### src/rtl/spherical_texture_lookup_assert.svh
// ----------------------------------------------------------------------------
// Spherical texture lookup assertion macros
// Clocked, reset-qualified assertion shorthands shared by the block's RTL.
// ----------------------------------------------------------------------------
`ifndef SPHERICAL_TEXTURE_LOOKUP_ASSERT_SVH
`define SPHERICAL_TEXTURE_LOOKUP_ASSERT_SVH

// same-cycle implication
`define STL_ASSERT_NOW(lbl, ante, cons, msg) \
	lbl: assert property (@(posedge clk) disable iff (!arst_n) (ante) |-> (cons)) \
	else $error(msg);

// next-cycle implication
`define STL_ASSERT_NEXT(lbl, ante, cons, msg) \
	lbl: assert property (@(posedge clk) disable iff (!arst_n) (ante) |=> (cons)) \
	else $error(msg);

`endif

### src/rtl/stl_pkg.sv
// ----------------------------------------------------------------------------
// stl_pkg
// Types, constants and the arctangent table of the spherical texture lookup.
// ----------------------------------------------------------------------------
`default_nettype none
package stl_pkg;
	localparam int CORDIC_STEPS = 28;
	localparam int SQRT_STEPS   = 15;
	localparam int ANG_W        = 34;
	localparam int SQ_W         = 29;
	localparam logic [7:0] CFG_WIDTH  = 8'd0;
	localparam logic [7:0] CFG_HEIGHT = 8'd1;
	localparam logic FUNC_WRITE  = 1'b0;
	localparam logic FUNC_LOOKUP = 1'b1;

	// atan(2^-i) in turns scaled by 2^32
	function automatic logic [31:0] turn_entry(input int i);
		logic [31:0] t;
		case (i)
			0: t = 32'd536870912;   1: t = 32'd316933406;
			2: t = 32'd167458907;   3: t = 32'd85004756;
			4: t = 32'd42667331;    5: t = 32'd21354465;
			6: t = 32'd10679838;    7: t = 32'd5340245;
			8: t = 32'd2670163;     9: t = 32'd1335087;
			10: t = 32'd667544;     11: t = 32'd333772;
			12: t = 32'd166886;     13: t = 32'd83443;
			14: t = 32'd41722;      15: t = 32'd20861;
			16: t = 32'd10430;      17: t = 32'd5215;
			18: t = 32'd2608;       19: t = 32'd1304;
			20: t = 32'd652;        21: t = 32'd326;
			22: t = 32'd163;        23: t = 32'd81;
			24: t = 32'd41;         25: t = 32'd20;
			26: t = 32'd10;         27: t = 32'd5;
			default: t = 32'd0;
		endcase
		return t;
	endfunction

	// word fields carried beside the longitude vector and square root
	typedef struct packed {
		logic              func;
		logic              xz_zero;
		logic signed [ANG_W-1:0] u_px;
		logic signed [ANG_W-1:0] u_py;
		logic              z_neg;
		logic signed [15:0] s;
		logic [15:0]       addr;
		logic [23:0]       rgb;
	} isq_side_t;

	// word fields carried beside the latitude vector
	typedef struct packed {
		logic        func;
		logic [15:0] addr;
		logic [23:0] rgb;
	} vec_side_t;
endpackage
`default_nettype wire

### src/rtl/stl_isqrt.sv
// ----------------------------------------------------------------------------
// stl_isqrt
// Pipelined integer square root, one result bit per stage, with sideband.
// ----------------------------------------------------------------------------
`default_nettype none
module stl_isqrt #(
	parameter int SIDE_W = 1
) (
	input  wire logic                     clk,
	input  wire logic                     arst_n,
	input  wire logic                     en,
	input  wire logic                     in_valid,
	input  wire logic [stl_pkg::SQ_W-1:0] in_n,
	input  wire logic [SIDE_W-1:0]        in_side,
	output logic                          out_valid,
	output logic      [stl_pkg::SQ_W-1:0] out_root,
	output logic      [SIDE_W-1:0]        out_side
);
	localparam int N = stl_pkg::SQRT_STEPS;
	localparam int W = stl_pkg::SQ_W;

	logic         valid_s [N+1];
	logic [W-1:0] n_s     [N+1];
	logic [W-1:0] r_s     [N+1];
	logic [SIDE_W-1:0] side_s [N+1];

	assign valid_s[0] = in_valid;
	assign n_s[0]     = in_n;
	assign r_s[0]     = '0;
	assign side_s[0]  = in_side;

	for (genvar j = 0; j < N; j++) begin : g_step
		localparam logic [W-1:0] BIT = W'(1) << (W - 1 - 2 * j);
		logic [W-1:0] trial;
		assign trial = r_s[j] + BIT;

		// advance valid
		always_ff @(posedge clk or negedge arst_n) begin
			if (!arst_n) begin
				valid_s[j+1] <= 1'b0;
			end else if (en) begin
				valid_s[j+1] <= valid_s[j];
			end
		end

		// take one root bit
		always_ff @(posedge clk) begin
			if (en) begin
				side_s[j+1] <= side_s[j];
				if (n_s[j] >= trial) begin
					n_s[j+1] <= n_s[j] - trial;
					r_s[j+1] <= (r_s[j] >> 1) + BIT;
				end else begin
					n_s[j+1] <= n_s[j];
					r_s[j+1] <= r_s[j] >> 1;
				end
			end
		end
	end

	assign out_valid = valid_s[N];
	assign out_root  = r_s[N];
	assign out_side  = side_s[N];
endmodule
`default_nettype wire

### config.mk
export PLATFORM = sky130hd
export DESIGN_NAME = stl_isqrt
export DESIGN_NICKNAME = d
export VERILOG_FILES = /design/src/rtl/spherical_texture_lookup_assert.svh /design/src/rtl/stl_pkg.sv /design/src/rtl/stl_isqrt.sv
export SDC_FILE = /design/constraint.sdc
export NUM_CORES = 1
export LEC_CHECK = 0
export BUFFER_PORTS_ARGS = -buffer_cell sky130_fd_sc_hd__buf_2
export CORE_MARGIN = 3
export CORE_UTILIZATION = 28
export DETAILED_ROUTE_END_ITERATION = 16
export GPL_TIMING_DRIVEN = 0
export HOLD_SLACK_MARGIN = 0.15
export RECOVER_POWER = 50
export SYNTH_ARGS = -nofsm -noshare
export SYNTH_HDL_FRONTEND = slang
export SYNTH_SLANG_ARGS = --single-unit
### constraint.sdc
create_clock -name clk -period 5.1 [get_ports clk]
set_input_delay 0.255 -clock clk [delete_from_list [all_inputs] [get_ports clk]]
set_output_delay 0.255 -clock clk [all_outputs]
set_load 0.1 [all_outputs]
== Word level (Yosys, flattened, before mapping) ==
Index checks and enable logic that the tools add are counted.
W data, S select, Z words.
Word-level totals
  output and inout port bits: 31
  logic and storage cells: 159
  register bits: 871
Cells by class
  magnitude comparators: 15
  muxes and demuxes: 29
  $add $sub $neg: 42
Operators by type and width (count)
  $mux W29: 15
  $ge A29 B29 Y1: 14
  $mux W28: 14
  $sub A29 B29 Y29: 13
  $add A28 B1 Y29 const B: 1
  $add A28 B11 Y29 const B: 1
  $add A28 B13 Y29 const B: 1
  $add A28 B15 Y29 const B: 1
  $add A28 B17 Y29 const B: 1
  $add A28 B19 Y29 const B: 1
  $add A28 B21 Y29 const B: 1
  $add A28 B23 Y29 const B: 1
  $add A28 B25 Y29 const B: 1
  $add A28 B27 Y29 const B: 1
  $add A28 B3 Y29 const B: 1
  $add A28 B5 Y29 const B: 1
  $add A28 B7 Y29 const B: 1
  $add A28 B9 Y29 const B: 1
  $add A29 B1 Y29 const B: 1
  $add A29 B11 Y29 const B: 1
  $add A29 B13 Y29 const B: 1
  $add A29 B15 Y29 const B: 1
  $add A29 B17 Y29 const B: 1
  $add A29 B19 Y29 const B: 1
  other kinds (10): 10

== Depth between registers and ports, before layout ==
Gate-level depths: netlist of the first run.
  word-level depth: 3
  depth in mapped cells: 12
  gate-level depth less buffers: 10

== Worst setup path before layout of the first run ==
OpenSTA, ideal clock, no wires.
  kind: flip-flop to flip-flop
  from: register n_s[126] (netlist name)
  to: register n_s[114] (netlist name) (data pin)
  stages on the path, launching flop included: 9
  slack: 2.434 ns
  library setup time: 0.271 ns
  arrival time: 2.395 ns
  period minus slack after synthesis: 2.666 ns
  buffers on the path: 0
  cells stage by stage: edfxtp_1 ha_1 a2111oi_4 o21ai_2 a211oi_1 nor2_1 or3_4 nor4_1 xor2_1
On the way
  cells in the longest elaborated chain, start to end: 2
Ends and longest elaborated chain
  start, declared: RTL line stl_isqrt.sv:23  | logic [W-1:0] n_s [N+1];
  start signal, assigned by index: RTL line stl_isqrt.sv:51  | n_s[j+1] <= n_s[j] - trial;
  start signal, assigned by index: RTL line stl_isqrt.sv:54  | n_s[j+1] <= n_s[j];
  $sub A29 B29 Y29 or $ge A29 B29 Y1 (tied branches): RTL line stl_isqrt.sv:51, stl_isqrt.sv:50
  $mux W29 (*): RTL line stl_isqrt.sv:50  | if (n_s[j] >= trial) begin
Every way passes the cells marked *; elsewhere a longest branch is shown, timed or not.
A chain may end at the register's enable or synchronous reset.

== Final worst setup path of the first run ==
  from: input en
  to: register n_s[57] (netlist name), enable pin
RTL lines
  start, declared: RTL line stl_isqrt.sv:11  | input wire logic en,
No word-level cell between the ends.

==> results of run 1 <==
-- worst min path at each step --
stage                     end  slack, ns     start  depth (start not counted)
floorplan           out_valid      -0.04    arst_n                          0
global placement    out_valid       0.15    arst_n                          1
detailed placement  out_valid       0.17    arst_n                          1
CTS                  n_s[429]       0.25  in_n[23]                          2
global route         n_s[406]       0.27   in_n[0]                          2
finish               n_s[426]       0.30  in_n[20]                          2
-- layer usage --
layer | part of all wire [%] | routed length (um) | global-route usage (%) | vias up
li1 | - | - | - | 7503
met1 | 37 | 17400 | 9.60 | 7018
met2 | 53 | 24600 | 18.7 | 313
met3 | 3.7 | 1710 | 1.81 | 159
met4 | 6.5 | 3040 | 6.23 | 0
met5 | 0 | 0 | 0 | -
-- critical path: cells and delay by family --
family	cells	cell delay, ns
buffers and inverters	4	3.48
-- sequential cells by signal, summed over array words and instances (netlist names) --
name       count
out_side       1
out_root      15
n_s          406
side_s        14
r_s          105
out_valid      1
valid_s       14
-- cells in the final DEF, fill, tap and decap left out, types with 13 or more instances in the layout --
cell           synthesis  routed
conb_1                 1      15
clkinv_1               0      13
a21oi_1              100     100
a21o_1                21      21
or3_1                 17      17
o21ai_0               91      91
clkbuf_16              0      58
nand4_1               22      22
dlygate4sd3_1          0      34
xnor2_1               83      83
buf_4                 19      19
nand2_1               93      93
nand2b_1              26      26
xor2_1                70      70
inv_1                159     159
buf_2                  8      52
o21a_1                27      27
edfxtp_1             541     541
nor4_1                58      58
nor3_1                47      47
clkbuf_1              15      23
ha_1                 131     131
dfrtp_1               15      15
nand3_1               33      33
nor2b_1               14      14
mux2_2                32      32
nor2_1               117     117
or4_1                 14      14
clkinv_2               0      17
-- per-stage QoR --
step                      TNS [ns]  cell area (um2)  setup slack, ns  instances  power, mW
final                            0            29900             1.30       3311       12.9
after global routing             0            29900             1.02       3311       13.6
after CTS                        0            29900             1.51       3310       13.1
after detailed placement         0            27600             1.53       3166       8.69
after global placement    -2111.43            27500            -4.21       3162       8.65
after floorplan                  0            25800             2.43       1937       8.01
-- area by class of cell --
class	count	area (um2)	area share, %
flip-flops and latches	556	16600	55.6
multi-input cells	1178	8280	27.7
well taps	1176	1470	4.93
clock buffers	61	1460	4.90
repair buffers	88	659	2.21
inverters	159	597	2.00
clock inverters	49	532	1.78
plain buffers	44	254	0.850
-- where the power goes --
group,switching (mW),internal (mW)
logic,1.34,1.03
clock network,1.79,2.51
registers,0.418,5.85
-- what timing repair did --
action	4_1_cts	5_1_grt
buffers inserted	0	0
hold endpoints to repair	117	0
hold buffers	34	0
setup endpoints to repair	0	0
-- logic make-up after synthesis --
group	after synthesis
flops	556
simple gates	511
compound gates	330
buf+inv	203
xor+xnor	153
fa+ha+maj	131
mux	38
other cells	1
==> qor.csv, run 1 <==
metric;value;unit
numCtsBuffers;58;
synth-seq-cells;556;
first_global_vias;15850;
hold_viol_final;0;
crit_slowest_cell;clkbuf_2;
synth_edf_count;541;
ctsResizeCount;0;
synthArstFlopShare;2.70;%
whs;0.295;ns
rows;110;
yosys.area_share.simple;10.7;%
synth-seq-area-share;64.7;%
reg2reg_to;n_s[202];
synth_top_family_by_area;simple AND/OR/NAND/NOR gates;
slew_viol_final;218;
area_delta_synth_final;16.3;%
synth_xor_area_share;5.21;%
status;finished, violations left;
required;5.33;ns
synth_compound_area_share;8.08;%
final_nets;2250;
clockRootBuffer;clkbuf_16;
antenna_found_initial;0;
ir_worst_vdd;306;uV
gr-total-overflow;0;
synth_area;25700;um2
synth.most_common_cell;edfxtp_1;
core;90600;um2
diodes;0;
firstDrtPassIters;5;
drc;0;
grt_pass1_wl;76300;um
rsz0062_at_grt;false;
yosysTopAreaCellShare;63.2;%
yosys.cell_types.count;81;
setup.worst_path.end;n_s[57];
vias_per_cell;4.53;
clk_pin_slew;0.06;ns
clockBufferDepth;3;
crit_fanout;133;
avgSynthCellArea;13.4;um2
yosys.area.top_type;edfxtp_1;
vias;14993;
die_h;309;um
path_cells;dlygate4sd3_1, buf_8, clkbuf_2, buf_16;
muxShareOfSynthArea;1.67;%
synth_ff_type;edfxtp_1;
dp_hpwl;33800;um
synth_area_leaders;edfxtp_1, ha_1, xnor2_1;
track_usage;9.76;%
hp-class;primary input to flip-flop;
min_period;3.80;ns
fp.dieW;309;um
startpoint;en;
power_leakage;11.1;nW
avgRoutedWirePerCell;14.1;um
grt_max_degree;134;
start_util;28.4;%
slowest_delay;2.03;ns
crit_type;primary input to flip-flop;
rrSetupSlack;1.57;ns
fin_util;33.0;%
fmax;0.263;GHz
htree_levels;2;
yosys-top-cells-count;edfxtp_1, inv_1, ha_1;
cts_sinks;556;
critPathCaptureType;flip-flop;
dieArea;95500;um2
wl;46700;um
period_share;74.5;%
drtIter0Drc;800;
worstMarginPinSlew;2.80;ns
violations;capacitance limit, slew limit;
cellPowerDensity;433;nW/um2
cp-start-kind;primary input;
place_congestion;0.927;
cts_tree;yes;
synth-adder-area-share;6.38;%
drv_cap;2;
yosys_warnings;0;
fin_skew;0.0727;ns
ff2ff_path_depth;8;
cp.arrival;4.03;ns
io_buffers;49;
pin_count;65;
drive_above_1_share;10.8;%
maxSlewHeadroom;-86.7;%
antenna_left;0;
syn_inst;1923;
r2r_start;n_s[230];
fill_cells;8737;
setup_viol;0;
clock_latency;0.66;ns
Power figures use the tool's default switching activity.
==> run 2, diff against run 1 <==
- clock period: 5.1 -> 3.5 ns (I/O delays scaled with it)
==> run 2 against run 1 <==
Effect of this change: highest routed layer unchanged; power is 46% higher; cell count stayed put; sequential cell count stayed put; the run still ends with capacitance limit, slew limit left; combinational power up 46%; critical path depth is 4 higher; global-route usage stayed put.
==> qor.csv, run 2 (same netlist as run 1, synthesis figures left out) <==
metric;value;unit;change
hp-start;in_n[20];;unchanged
min_period;3.37;ns;
whs_path_depth;2;;unchanged
period_share;96.4;%;
grt_pass1_wl;76300;um;unchanged
required;3.87;ns;was 5.33 ns
layout_commonest_cell;edfxtp_1;;unchanged
layout_common_cells;edfxtp_1, inv_1, ha_1;;unchanged
clockBufferDepth;3;;unchanged
slew_viol_final;74;;was 218
dp_cells;3166;;unchanged
rsz0062_at_grt;false;;unchanged
gr-total-overflow;0;;unchanged
area_delta_synth_final;16.4;%;was 16.3%
core;90600;um2;unchanged
largest_reg_flops;406;;unchanged
drc;0;;unchanged
avgRoutedWirePerCell;14.1;um;about the same
fill_cells;8738;;was 8737
drive_above_1_share;11.0;%;was 10.8%
cts_sinks;556;;unchanged
track_usage;9.76;%;unchanged
cp.arrival;3.74;ns;was 4.03 ns
fmax;0.296;GHz;
holdPathEnd;n_s[426];;unchanged
hold_viol_final;0;;unchanged
setup_viol;0;;unchanged
clockRootBuffer;clkbuf_16;;unchanged
vias;14991;;about the same
start_util;28.4;%;unchanged
status;finished, violations left;;unchanged
cellPowerDensity;630;nW/um2;was 433 nW/um2
hp-class;primary input to flip-flop;;unchanged
crit_type;flip-flop to flip-flop;;was primary input to flip-flop
worstMarginPinSlew;1.85;ns;was 2.80 ns
io_buffers;49;;unchanged
firstDrtPassIters;5;;unchanged
diodes;0;;unchanged
critPathCaptureType;flip-flop;;unchanged
place_congestion;0.927;;unchanged
pin_count;65;;unchanged
cp-start-kind;flip-flop;;was primary input
wl;46600;um;was 46700 um
whs;0.215;ns;was 0.295 ns
crit_fanout;10;;was 133
ir_worst_vdd;446;uV;was 306 uV
fin_skew;0.0726;ns;was 0.0727 ns
rows;110;;unchanged
clock_latency;0.66;ns;about the same
power_leakage;11.1;nW;about the same
fp.dieW;309;um;unchanged
instances_no_fill;3311;;unchanged
r2r_start;n_s[230];;unchanged
reg2reg_to;n_s[202];;unchanged
drv_cap;1;;was 2
vias_per_cell;4.53;;about the same
tns;0;ns;unchanged
clk_pin_slew;0.06;ns;about the same
first_global_vias;15850;;unchanged
maxSlewHeadroom;-23.5;%;was -86.7%
antenna_found_initial;0;;unchanged
violations;capacitance limit, slew limit;;unchanged
multi_input_area;8300;um2;was 8280 um2
drtIter0Drc;837;;was 800
top_register;n_s;;unchanged
numCtsBuffers;58;;unchanged
die_h;309;um;unchanged
ff2ff_path_depth;8;;unchanged
final_nets;2250;;unchanged
dieArea;95500;um2;unchanged
htree_levels;2;;unchanged
dp_hpwl;33800;um;unchanged
seqCellArea;16600;um2;unchanged
postCtsSetupRepairBufs;0;;unchanged
grt_max_degree;134;;unchanged
antenna_left;0;;unchanged
cts_tree;yes;;unchanged
rrSetupSlack;0.13;ns;was 1.57 ns
==> run 2: cell count changes in the layout (fill, tap and decap cells not counted) <==
cell	before	now
clkbuf_4	0	1
buf_8	1	0
clkbuf_2	2	1
a211oi_2	1	2
o41ai_2	0	1
o41ai_1	2	1
a211oi_1	11	10
nor4_2	0	2
buf_16	2	3
nor4_1	58	56
==> run 2: area by class of cell <==
type,count,share of cell area (%)
Sequential cell,556,55.6
Multi-Input combinational cell,1178,27.8
Tap cell,1176,4.92
Clock buffer,61,4.89
Timing Repair Buffer,88,2.25
Inverter,159,1.99
Clock inverter,49,1.78
Buffer,44,0.849
==> run 2: layer usage <==
| metal | track usage, % | part of all wire [%] | vias up |
|---|---|---|---|
| li1 | - | - | 7502 |
| met5 | 0 | 0 | - |
| met1 | 9.60 | 37 | 7005 |
| met4 | 6.23 | 6.3 | 0 |
| met3 | 1.81 | 3.7 | 155 |
| met2 | 18.7 | 53 | 329 |
==> run 2: where the power goes <==
group	internal [mW]	leakage, nW	switching [mW]
logic	1.50	4.76	1.95
clock network	3.66	0.978	2.61
registers	8.52	5.37	0.609
total	13.7	11.1	5.17
==> run 2: worst max path at each step <==
stage	start	end	slack [ns]	cells after the start
2_1_floorplan	n_s[126]	n_s[114]	0.83	8
3_3_place_gp	en	valid_s[12]	-5.73	4
3_5_place_dp	n_s[230]	n_s[202]	-0.07	8
4_1_cts	n_s[254]	n_s[231]	0.09	9
5_1_grt	n_s[196]	n_s[164]	0.007	10
6_report	n_s[230]	n_s[202]	0.13	8
==> run 2: metrics by stage <==
stage	setup WS [ns]	util (%)	power (mW)	area [um2]
after floorplan	0.834	-	11.7	25800
after global placement	-5.73	30.3	12.6	27500
after detailed placement	-0.0734	30.5	12.7	27600
after CTS	0.0920	33.0	19.0	29900
after global routing	0.00733	33.0	19.9	29900
final	0.127	33.0	18.8	29900
==> run 2: critical path: stages, from the launching register on <==
cell	delay (ns)
edfxtp_1	0.49
or4_1	0.64
nor4_2	0.32
nand4_1	0.28
o211ai_1	0.21
a2111o_1	0.35
clkbuf_1	0.48
nand3_1	0.18
xnor2_1	0.16
==> run 2: timing repair <==
| action | 4_1_cts | 5_1_grt |
|---|---|---|
| hold buffers | 34 | 0 |
| gates resized for setup | 1 | 3 |
| hold endpoints to repair | 117 | 0 |
| setup endpoints to repair | 4 | 7 |
